## src/hdl/sfx_pkg.sv

```systemverilog
`timescale 1ns / 1ps
// ----------------------------------------------------------------------------
// sfx_pkg
// Shared constants, state codes and the base-2 fraction table of the
// fixed-point softmax unit.
// ----------------------------------------------------------------------------
package sfx_pkg;

    localparam int MAX_VOCAB     = 64;
    localparam int IDX_W         = $clog2(MAX_VOCAB);
    localparam int CNT_W         = IDX_W + 1;
    localparam int LOGIT_W       = 16;
    localparam int EXP_W         = 17;
    localparam int SUM_W         = 23;
    localparam int RECIP_W       = 24;
    localparam int PROD_W        = EXP_W + RECIP_W;
    localparam int DIV_STEPS     = 40;
    localparam int DIV_CNT_W     = $clog2(DIV_STEPS);
    localparam logic [14:0] LOG2E_Q14 = 15'd23637;
    localparam logic [8:0]  EXP_ZERO_SHIFT = 9'd17;

    localparam logic [0:0] ADDR_VOCAB = 1'b0;

    typedef enum logic [3:0] {
        ST_LOAD,
        ST_SUM_RD,
        ST_SUM_START,
        ST_SUM_WAIT,
        ST_DIV_START,
        ST_DIV_WAIT,
        ST_EMIT_RD,
        ST_EMIT_START,
        ST_EMIT_WAIT,
        ST_EMIT_FORM,
        ST_OUT
    } state_t;

    // 2^(-k/16) in Q1.16
    function automatic logic [EXP_W-1:0] pow2_tab(input logic [4:0] k);
        logic [EXP_W-1:0] v;
        begin
            unique case (k)
                5'd0:    v = 17'd65536;
                5'd1:    v = 17'd62757;
                5'd2:    v = 17'd60097;
                5'd3:    v = 17'd57549;
                5'd4:    v = 17'd55109;
                5'd5:    v = 17'd52773;
                5'd6:    v = 17'd50535;
                5'd7:    v = 17'd48393;
                5'd8:    v = 17'd46341;
                5'd9:    v = 17'd44376;
                5'd10:   v = 17'd42495;
                5'd11:   v = 17'd40693;
                5'd12:   v = 17'd38968;
                5'd13:   v = 17'd37316;
                5'd14:   v = 17'd35734;
                5'd15:   v = 17'd34219;
                default: v = 17'd32768;
            endcase
            return v;
        end
    endfunction

endpackage

```

## src/hdl/sfx_exp_unit.sv

```systemverilog
`timescale 1ns / 1ps
// ----------------------------------------------------------------------------
// sfx_exp_unit
// Three-stage exp(-d) unit: scale by log2(e), table plus linear
// interpolation for the fraction, right shift by the integer part.
// ----------------------------------------------------------------------------
module sfx_exp_unit (
    input  logic                      clk,
    input  logic                      rst_n,
    input  logic                      start,
    input  logic [sfx_pkg::LOGIT_W-1:0] diff,
    output logic                      done,
    output logic [sfx_pkg::EXP_W-1:0] exp_val
);
    import sfx_pkg::*;

    logic        v1_reg, v2_reg, v3_reg;
    logic [30:0] y_reg;
    logic [8:0]  n_reg;
    logic [EXP_W-1:0] a_reg;
    logic [11:0] da_reg;
    logic [9:0]  w_reg;
    logic [EXP_W-1:0] e_reg;

    logic [EXP_W-1:0] tab_a, tab_b, diff_ab;
    logic [21:0] interp;
    logic [12:0] interp_r;
    logic [EXP_W-1:0] mant;

    always_comb
    begin
        tab_a    = pow2_tab({1'b0, y_reg[21:18]});
        tab_b    = pow2_tab({1'b0, y_reg[21:18]} + 5'd1);
        diff_ab  = tab_a - tab_b;
        interp   = da_reg * w_reg;
        interp_r = 13'((interp + 22'd512) >> 10);
        mant     = a_reg - {4'b0, interp_r};
    end

    always_ff @(posedge clk or negedge rst_n)
    begin
        if (!rst_n)
        begin
            v1_reg <= 1'b0;
            v2_reg <= 1'b0;
            v3_reg <= 1'b0;
        end
        else
        begin
            v1_reg <= start;
            v2_reg <= v1_reg;
            v3_reg <= v2_reg;
        end
    end

    always_ff @(posedge clk)
    begin
        y_reg  <= diff * LOG2E_Q14;
        n_reg  <= y_reg[30:22];
        a_reg  <= tab_a;
        da_reg <= diff_ab[11:0];
        w_reg  <= y_reg[17:8];
        if (n_reg >= EXP_ZERO_SHIFT)
            e_reg <= '0;
        else
            e_reg <= mant >> n_reg[4:0];
    end

    assign done    = v3_reg;
    assign exp_val = e_reg;

endmodule

```

## src/hdl/sfx_recip_div.sv

```systemverilog
`timescale 1ns / 1ps
// ----------------------------------------------------------------------------
// sfx_recip_div
// Bit-serial restoring divider for round(2^39 / sum), one quotient bit
// per cycle.
// ----------------------------------------------------------------------------
module sfx_recip_div (
    input  logic                        clk,
    input  logic                        rst_n,
    input  logic                        start,
    input  logic [sfx_pkg::SUM_W-1:0]   den,
    output logic                        done,
    output logic [sfx_pkg::RECIP_W-1:0] quot
);
    import sfx_pkg::*;

    logic                 busy_reg, done_reg;
    logic [DIV_CNT_W-1:0] cnt_reg;
    logic [39:0]          num_reg;
    logic [SUM_W-1:0]     rem_reg, den_reg;
    logic [RECIP_W-1:0]   q_reg;
    logic [SUM_W:0]       rem_sh;
    logic                 ge;

    always_comb
    begin
        rem_sh = {rem_reg, num_reg[39]};
        ge     = (rem_sh >= {1'b0, den_reg});
    end

    always_ff @(posedge clk or negedge rst_n)
    begin
        if (!rst_n)
        begin
            busy_reg <= 1'b0;
            done_reg <= 1'b0;
            cnt_reg  <= '0;
        end
        else
        begin
            done_reg <= 1'b0;
            if (start)
            begin
                busy_reg <= 1'b1;
                cnt_reg  <= '0;
            end
            else if (busy_reg)
            begin
                cnt_reg <= cnt_reg + 1'b1;
                if (cnt_reg == DIV_CNT_W'(DIV_STEPS - 1))
                begin
                    busy_reg <= 1'b0;
                    done_reg <= 1'b1;
                end
            end
        end
    end

    always_ff @(posedge clk)
    begin
        if (start)
        begin
            // 2^39 plus half the divisor for rounding
            num_reg <= {1'b1, 17'b0, den[SUM_W-1:1]};
            den_reg <= den;
            rem_reg <= '0;
            q_reg   <= '0;
        end
        else if (busy_reg)
        begin
            num_reg <= {num_reg[38:0], 1'b0};
            rem_reg <= ge ? SUM_W'(rem_sh - {1'b0, den_reg}) : rem_sh[SUM_W-1:0];
            q_reg   <= {q_reg[RECIP_W-2:0], ge};
        end
    end

    assign done = done_reg;
    assign quot = q_reg;

endmodule

```

## src/hdl/softmax_fixed_point_unit_top.sv

```systemverilog
`timescale 1ns / 1ps
// ----------------------------------------------------------------------------
// softmax_fixed_point_unit_top
// Fixed-point softmax: loads Q8.8 logits, emits Q0.16 probabilities.
// ----------------------------------------------------------------------------
// Logits are taken one per cycle while loading. On the transfer marked last the
// count is checked against the configured vector length; a mismatch gives a single
// error result. Otherwise the unit makes two passes over the N stored logits with a
// shared 3-stage exp unit (a sum pass, then an emit pass that waits on the output
// handshake for each entry) and runs a bit-serial reciprocal divider in between.
// No logit is accepted while a vector is being worked.
module softmax_fixed_point_unit_top (
    input  logic        clk,
    input  logic        rst_n,
    input  logic        s_tvalid,
    output logic        s_tready,
    input  logic [15:0] s_tdata,   // [15:0] logit
    input  logic        s_tlast,
    output logic        m_tvalid,
    input  logic        m_tready,
    output logic [23:0] m_tdata,   // [15:0] probability, [21:16] entry_index, [22] status
    output logic        m_tlast,
    input  logic        psel,
    input  logic        penable,
    input  logic        pwrite,
    input  logic [2:0]  paddr,
    input  logic [31:0] pwdata,
    output logic [31:0] prdata,
    output logic        pready
);
    import sfx_pkg::*;

    state_t state_reg, state_next;

    logic [CNT_W-1:0]          vocab_reg;
    logic [CNT_W-1:0]          count_reg;
    logic signed [LOGIT_W-1:0] max_reg;
    logic [SUM_W-1:0]          sum_reg;
    logic [RECIP_W-1:0]        recip_reg;
    logic [IDX_W-1:0]          idx_reg;
    logic [LOGIT_W-1:0]        mem [MAX_VOCAB];
    logic [LOGIT_W-1:0]        rdata_reg;
    logic [PROD_W-1:0]         prod_reg;

    logic               out_valid_reg;
    logic [15:0]        out_prob_reg;
    logic [IDX_W-1:0]   out_idx_reg;
    logic               out_status_reg;
    logic               out_last_reg;

    logic                      in_xfer, out_xfer, cfg_wr;
    logic signed [LOGIT_W-1:0] logit_in, max_new;
    logic [CNT_W-1:0]          cnt_inc;
    logic                      mismatch, idx_last;
    logic                      exp_start, exp_done, div_start, div_done;
    logic [EXP_W-1:0]          exp_val;
    logic [RECIP_W-1:0]        quot;
    logic [SUM_W-1:0]          den;
    logic [PROD_W:0]           prob_round;
    logic [PROD_W-23:0]        prob_shift;

    assign s_tready = (state_reg == ST_LOAD);
    assign in_xfer  = s_tvalid && s_tready;
    assign out_xfer = out_valid_reg && m_tready;
    assign cfg_wr   = psel && penable && pwrite && pready;
    assign pready   = 1'b1;
    assign prdata   = (paddr[2] == ADDR_VOCAB) ? {25'b0, vocab_reg} : 32'b0;

    assign m_tvalid = out_valid_reg;
    assign m_tdata  = {1'b0, out_status_reg, out_idx_reg, out_prob_reg};
    assign m_tlast  = out_last_reg;

    always_comb
    begin
        logit_in   = signed'(s_tdata);
        max_new    = (logit_in > max_reg) ? logit_in : max_reg;
        cnt_inc    = (count_reg <= CNT_W'(MAX_VOCAB)) ? count_reg + 1'b1 : count_reg;
        mismatch   = (cnt_inc != vocab_reg) || (cnt_inc > CNT_W'(MAX_VOCAB));
        idx_last   = ({1'b0, idx_reg} == count_reg - 1'b1);
        den        = (sum_reg == '0) ? SUM_W'(1) : sum_reg;
        prob_round = {1'b0, prod_reg} + (PROD_W+1)'(1 << 22);
        prob_shift = prob_round[PROD_W:23];
    end

    // next state
    always_comb
    begin
        state_next = state_reg;
        unique case (state_reg)
            ST_LOAD:
                if (in_xfer && s_tlast)
                    state_next = mismatch ? ST_OUT : ST_SUM_RD;
            ST_SUM_RD:     state_next = ST_SUM_START;
            ST_SUM_START:  state_next = ST_SUM_WAIT;
            ST_SUM_WAIT:
                if (exp_done)
                    state_next = idx_last ? ST_DIV_START : ST_SUM_RD;
            ST_DIV_START:  state_next = ST_DIV_WAIT;
            ST_DIV_WAIT:
                if (div_done)
                    state_next = ST_EMIT_RD;
            ST_EMIT_RD:    state_next = ST_EMIT_START;
            ST_EMIT_START: state_next = ST_EMIT_WAIT;
            ST_EMIT_WAIT:
                if (exp_done)
                    state_next = ST_EMIT_FORM;
            ST_EMIT_FORM:  state_next = ST_OUT;
            ST_OUT:
                if (out_xfer)
                    state_next = out_last_reg ? ST_LOAD : ST_EMIT_RD;
            default:       state_next = ST_LOAD;
        endcase
    end

    // unit controls
    always_comb
    begin
        exp_start = (state_reg == ST_SUM_START) || (state_reg == ST_EMIT_START);
        div_start = (state_reg == ST_DIV_START);
    end

    sfx_exp_unit u_exp (
        .clk     (clk),
        .rst_n   (rst_n),
        .start   (exp_start),
        .diff    (LOGIT_W'(max_reg - signed'(rdata_reg))),
        .done    (exp_done),
        .exp_val (exp_val)
    );

    sfx_recip_div u_div (
        .clk   (clk),
        .rst_n (rst_n),
        .start (div_start),
        .den   (den),
        .done  (div_done),
        .quot  (quot)
    );

    always_ff @(posedge clk)
    begin
        if (in_xfer && (count_reg < CNT_W'(MAX_VOCAB)))
            mem[count_reg[IDX_W-1:0]] <= s_tdata;
        rdata_reg <= mem[idx_reg];
    end

    always_ff @(posedge clk)
    begin
        if (state_reg == ST_EMIT_WAIT && exp_done)
            prod_reg <= exp_val * recip_reg;
        if (state_reg == ST_EMIT_FORM)
        begin
            out_prob_reg   <= (prob_shift > 19'd65535) ? 16'hFFFF : prob_shift[15:0];
            out_idx_reg    <= idx_reg;
            out_status_reg <= 1'b0;
            out_last_reg   <= idx_last;
        end
        else if (in_xfer && s_tlast && mismatch)
        begin
            out_prob_reg   <= '0;
            out_idx_reg    <= '0;
            out_status_reg <= 1'b1;
            out_last_reg   <= 1'b1;
        end
    end

    always_ff @(posedge clk or negedge rst_n)
    begin
        if (!rst_n)
        begin
            state_reg     <= ST_LOAD;
            vocab_reg     <= CNT_W'(MAX_VOCAB);
            count_reg     <= '0;
            max_reg       <= {1'b1, {(LOGIT_W-1){1'b0}}};
            sum_reg       <= '0;
            recip_reg     <= '0;
            idx_reg       <= '0;
            out_valid_reg <= 1'b0;
        end
        else
        begin
            state_reg <= state_next;
            if (cfg_wr && paddr[2] == ADDR_VOCAB)
                vocab_reg <= pwdata[CNT_W-1:0];

            unique case (state_reg)
                ST_LOAD:
                    if (in_xfer)
                    begin
                        count_reg <= cnt_inc;
                        max_reg   <= max_new;
                        if (s_tlast)
                        begin
                            idx_reg <= '0;
                            sum_reg <= '0;
                            if (mismatch)
                            begin
                                count_reg     <= '0;
                                max_reg       <= {1'b1, {(LOGIT_W-1){1'b0}}};
                                out_valid_reg <= 1'b1;
                            end
                        end
                    end
                ST_SUM_WAIT:
                    if (exp_done)
                    begin
                        sum_reg <= sum_reg + SUM_W'(exp_val);
                        idx_reg <= idx_last ? '0 : idx_reg + 1'b1;
                    end
                ST_DIV_WAIT:
                    if (div_done)
                        recip_reg <= quot;
                ST_EMIT_FORM:
                    out_valid_reg <= 1'b1;
                ST_OUT:
                    if (out_xfer)
                    begin
                        out_valid_reg <= 1'b0;
                        if (out_last_reg)
                        begin
                            count_reg <= '0;
                            max_reg   <= {1'b1, {(LOGIT_W-1){1'b0}}};
                        end
                        else
                            idx_reg <= idx_reg + 1'b1;
                    end
                default:
                begin
                end
            endcase
        end
    end

    // no input transfer while a result is pending
    a_excl: assert property (@(posedge clk) disable iff (!rst_n)
        !(s_tready && m_tvalid))
        else $error("input ready while result pending");

    // the block leaves loading right after the last logit
    a_last: assert property (@(posedge clk) disable iff (!rst_n)
        (s_tvalid && s_tready && s_tlast) |=> !s_tready)
        else $error("still loading after last logit");

    // entry count saturates one past the store depth
    a_cnt: assert property (@(posedge clk) disable iff (!rst_n)
        count_reg <= CNT_W'(MAX_VOCAB + 1))
        else $error("entry count overflow");

endmodule
```

## config.mk

```make
export PLATFORM = sky130hd
export DESIGN_NAME = softmax_fixed_point_unit_top
export DESIGN_NICKNAME = d
export VERILOG_FILES = /design/src/hdl/sfx_pkg.sv /design/src/hdl/sfx_exp_unit.sv /design/src/hdl/sfx_recip_div.sv /design/src/hdl/softmax_fixed_point_unit_top.sv
export SDC_FILE = /design/constraint.sdc
export NUM_CORES = 2
export LEC_CHECK = 0
export ABC_AREA = 0
export BUFFER_PORTS_ARGS = -buffer_cell sky130_fd_sc_hd__clkbuf_2
export CAP_MARGIN = 25
export CORE_MARGIN = 10
export CORE_UTILIZATION = 50
export CTS_CLUSTER_SIZE = 40
export DETAILED_ROUTE_END_ITERATION = 6
export HOLD_SLACK_MARGIN = 0.05
export PLACE_DENSITY = 0.68
export SYNTH_ARGS = -nofsm -noshare
export SYNTH_HDL_FRONTEND = slang
export SYNTH_HIERARCHICAL = 1
export SYNTH_SLANG_ARGS = --single-unit
export TNS_END_PERCENT = 1
```

## constraint.sdc

```tcl
create_clock -name clk -period 7.7 [get_ports clk]
set_input_delay 0.385 -clock clk [delete_from_list [all_inputs] [get_ports clk]]
set_output_delay 0.385 -clock clk [all_outputs]
set_load 0.02 [all_outputs]
```

==> impl_results.md <==
* Status: completed
* Worst Reg-to-Reg Cells at 30
* Synthesized area at 78,800 sq um
* Max-slew violations at 0
* Skew final at 0.0642 ns
* Final RePlAce weighted congestion at between 0.8 and 0.9
* Site Rows at 145
* Router iterations before antenna repair at 5
* Number of buffers inserted by port buffering at 64
* Clock insertion delay at the later pin of the skew report at 0.82 ns
* Cells after synthesis at 5,769
* Dpl hpwl at 122,000 um
* Synth Flop Type: edfxtp_1
* Hold/Removal Path Class: input pin to flip-flop
* Async set or reset register ratio after synthesis at 7.09%
* Drt via density at 5.69
* Worst Path Class, Setup: flip-flop to flip-flop
* TritonCTS Sinks at ~1,400
* Adder-cell area share of the yosys netlist at 18.8%
* Horizontal die dimension at roughly 420 um
* Endpoint of the worst-slack reg-to-reg timing path: u_exp/exp_val[9]
* Leading cell types in the layout, fill and taps excluded: edfxtp_1 (1,111), inv_1 (712), nand2_1 (475), fa_1 (475), ha_1 (406)
* Type of destination of the critical path: flip-flop
* Post-Place Cells at 7,851
* RSZ-0062 raised after global routing: true
* R2r setup slk at 0.20 ns
* Nets@finish at 6,916
* Number of inserted filler cells in the final layout at 12,500
* Number of global-route vias before repair at 48,100
* Share of the clock period used by the worst path at 97.3%
* Setup-violating endpoint count in the final report at 0
* Area added between synthesis and finish at 11.5%
* Average size of a mapped cell at about 14 sq um
* CTS tree: built
* Least-Margin Pin Slew at 1.01 ns
* I/O pin count at between 100 and 150
* WHS Endpoint: state_reg[3]
* Synth Area in Simple Gates at 7.85%
* Area of the placeable core at roughly 160,000 sq um
* Number of buffers added by the clock tree synthesis step at 145
* Start point of the worst min-delay path: m_tready
* Full die area at 174,000 sq um
* Global-route wire length before repair at 286,000 um
* Most common cell after layout, fill and taps aside: edfxtp_1
* Pin count of the biggest net entering global routing at 122
* Top cell type by total area after synthesis: edfxtp_1
* Proportion of netlist area held by the largest area contributor at 42.3%
* Antenna violations before repair at 3
* Residual DRC count at 0
* Main combinational cell family by area after synthesis: adder cells
* Overall fraction of global-route tracks in use at 21.3%
* Worst path required time at between 8 and 9 ns
* Final standard cell count with taps included and fillers excluded at 8,143
* FF+latch count, synth at 1,397
* Peak Freq at roughly 130 MHz
* Proportion of synthesized chip area in sequential cells at 50.2%
* Time the final worst path needs with I/O delays and setup at 7.50 ns
* Setup crit start kind: flip-flop
* Max-cap violations at 0
* Synth top area cells: edfxtp_1 (42%), fa_1 (12%), mux4_2 (9.8%)
* Xor/xnor cell area share of the yosys netlist at 1.78%
* Startpoint of the lowest-slack register-to-register path: u_exp/w_reg[2]
* Cell with the largest stage delay on the worst path: fa_1
* Number of enable flip-flop cells after synthesis at around 1,100
* Starting density of the core at 50.4%
* Largest stage delay on the critical path at 0.54 ns
* Multiplexer area fraction after synthesis at 11.5%
* Largest buffer count on any clock path at 3
* Number of warnings printed during yosys synthesis at 6
* Wire length per cell at 22.6 um
* DR vias at 46,400
* Number of violations reported at the end of detailed-routing iteration 0 at 4,223
* Level count of the clock H-tree at 4
* Final ANT Viol Nets at 0
* Accumulated negative setup slack at 0 ns
* Synthesized-area fraction occupied by ao, oa, aoi and oai cells at between 4 and 5%
* Root buffer cell: clkbuf_16
* Signal arrival time at the worst endpoint at approximately 8.2 ns
* Reg clk slew, reported paths at 0.06 ns
* Total wire length after detailed routing at 184,000 um
* Hold depth at 4
* Most Frequent Cell on Critical Path: fa_1
* Layout cell share with drive strength beyond 1 at 17.5%
* Post-synth cell types at 103
* Die span in y at 417 um
* Number of failing hold endpoints at the final stage at 0
* Maximum net fanout on the critical path at 6
* Aggregate global routing overflow at 0
* Max reg flops at between 1,000 and 1,500
* Normalized max-slew margin at 31.5%
## Yosys cell counts, drive strengths merged, types with 116 or more instances
library cell / n
a21oi: 119
and2: 236
clkbuf: 195
dfxtp: 187
edfxtp: 1111
fa: 479
ha: 418
inv: 716
mux4: 343
nand2: 475
nor2: 274
o21ai: 116
## stage by stage
step	worst slack, ns	utilization [%]	cell area, sq um	hold WS, ns
2_1_floorplan	0.0909	-	78900	0.0894
3_3_place_gp	-0.0818	52.6	82300	0.311
3_5_place_dp	-0.150	52.7	82300	0.312
4_1_cts	-0.00755	55.8	87300	0.0687
5_1_grt	-0.0951	56.1	87800	0.124
6_report	0.204	56.1	87800	0.130
## worst max-delay path by stage
stage	start	to	slack, ns	depth (start not counted)
2_1_floorplan	max_reg[0]	u_exp/tab_a[8]	0.09	28
3_5_place_dp	u_exp/w_reg[5]	u_exp/exp_val[2]	-0.15	27
6_report	u_exp/w_reg[2]	u_exp/exp_val[9]	0.20	30
3_3_place_gp	u_exp/w_reg[5]	u_exp/exp_val[6]	-0.08	27
4_1_cts	max_reg[0]	u_exp/tab_a[8]	-0.008	29
5_1_grt	u_exp/w_reg[7]	u_exp/exp_val[9]	-0.1	30
## area by class of cell
type                            instances  area [sq um]  share of cell area, %
Clock inverter                         88          1010                   1.16
Antenna cell                            2          5.00                0.00570
Sequential cell                      1397         39600                   45.2
Inverter                              717          2690                   3.07
Clock buffer                          182          3850                   4.38
Multi-Input combinational cell       3383         35700                   40.6
Tap cell                             2058          2570                   2.93
Timing Repair Buffer                  316          2340                   2.66
## worst max-delay path, delay by kind of cell (launching register included)
kind,cells,cell delay [ns]
AO/OA/AOI/OAI,10,1.90
multiplexers,2,0.82
XOR/XNOR,2,0.24
buffers and inverters,4,0.28
adder cells (fa/ha/maj),7,3.06
AND/OR/NAND/NOR,5,0.68
flip-flops,1,0.37
## kinds of logic (layout without fill, tap and decap cells)
kind of cell    after synthesis  count (layout)
flops                      1397            1397
compound gates              541             541
mux                         469             469
fa+ha+maj                   897             897
buf+inv                    1014            1303
xor+xnor                    159             159
simple gates               1290            1290
other cells                   2              29
## routing by layer
layer	track usage, %	share of wire (%)
met5	0	0
met4	5.24	2.3
met2	35.2	48
met1	29.5	43
met3	3.30	6.8
## repair_timing
| item | CTS | global route |
|---|---|---|
| endpoints found under the hold margin | 46 | 0 |
| buffers inserted | 0 | 11 |
| resized for setup | 13 | 83 |
| endpoints found under the setup margin | 25 | 44 |
| hold buffers | 8 | 0 |
| cloned | 0 | 0 |
| pin swaps | 0 | 40 |
Power is left out: the tool's default activity adds up to more than one toggle a clock period on the data nets, which glitch-free logic cannot reach.
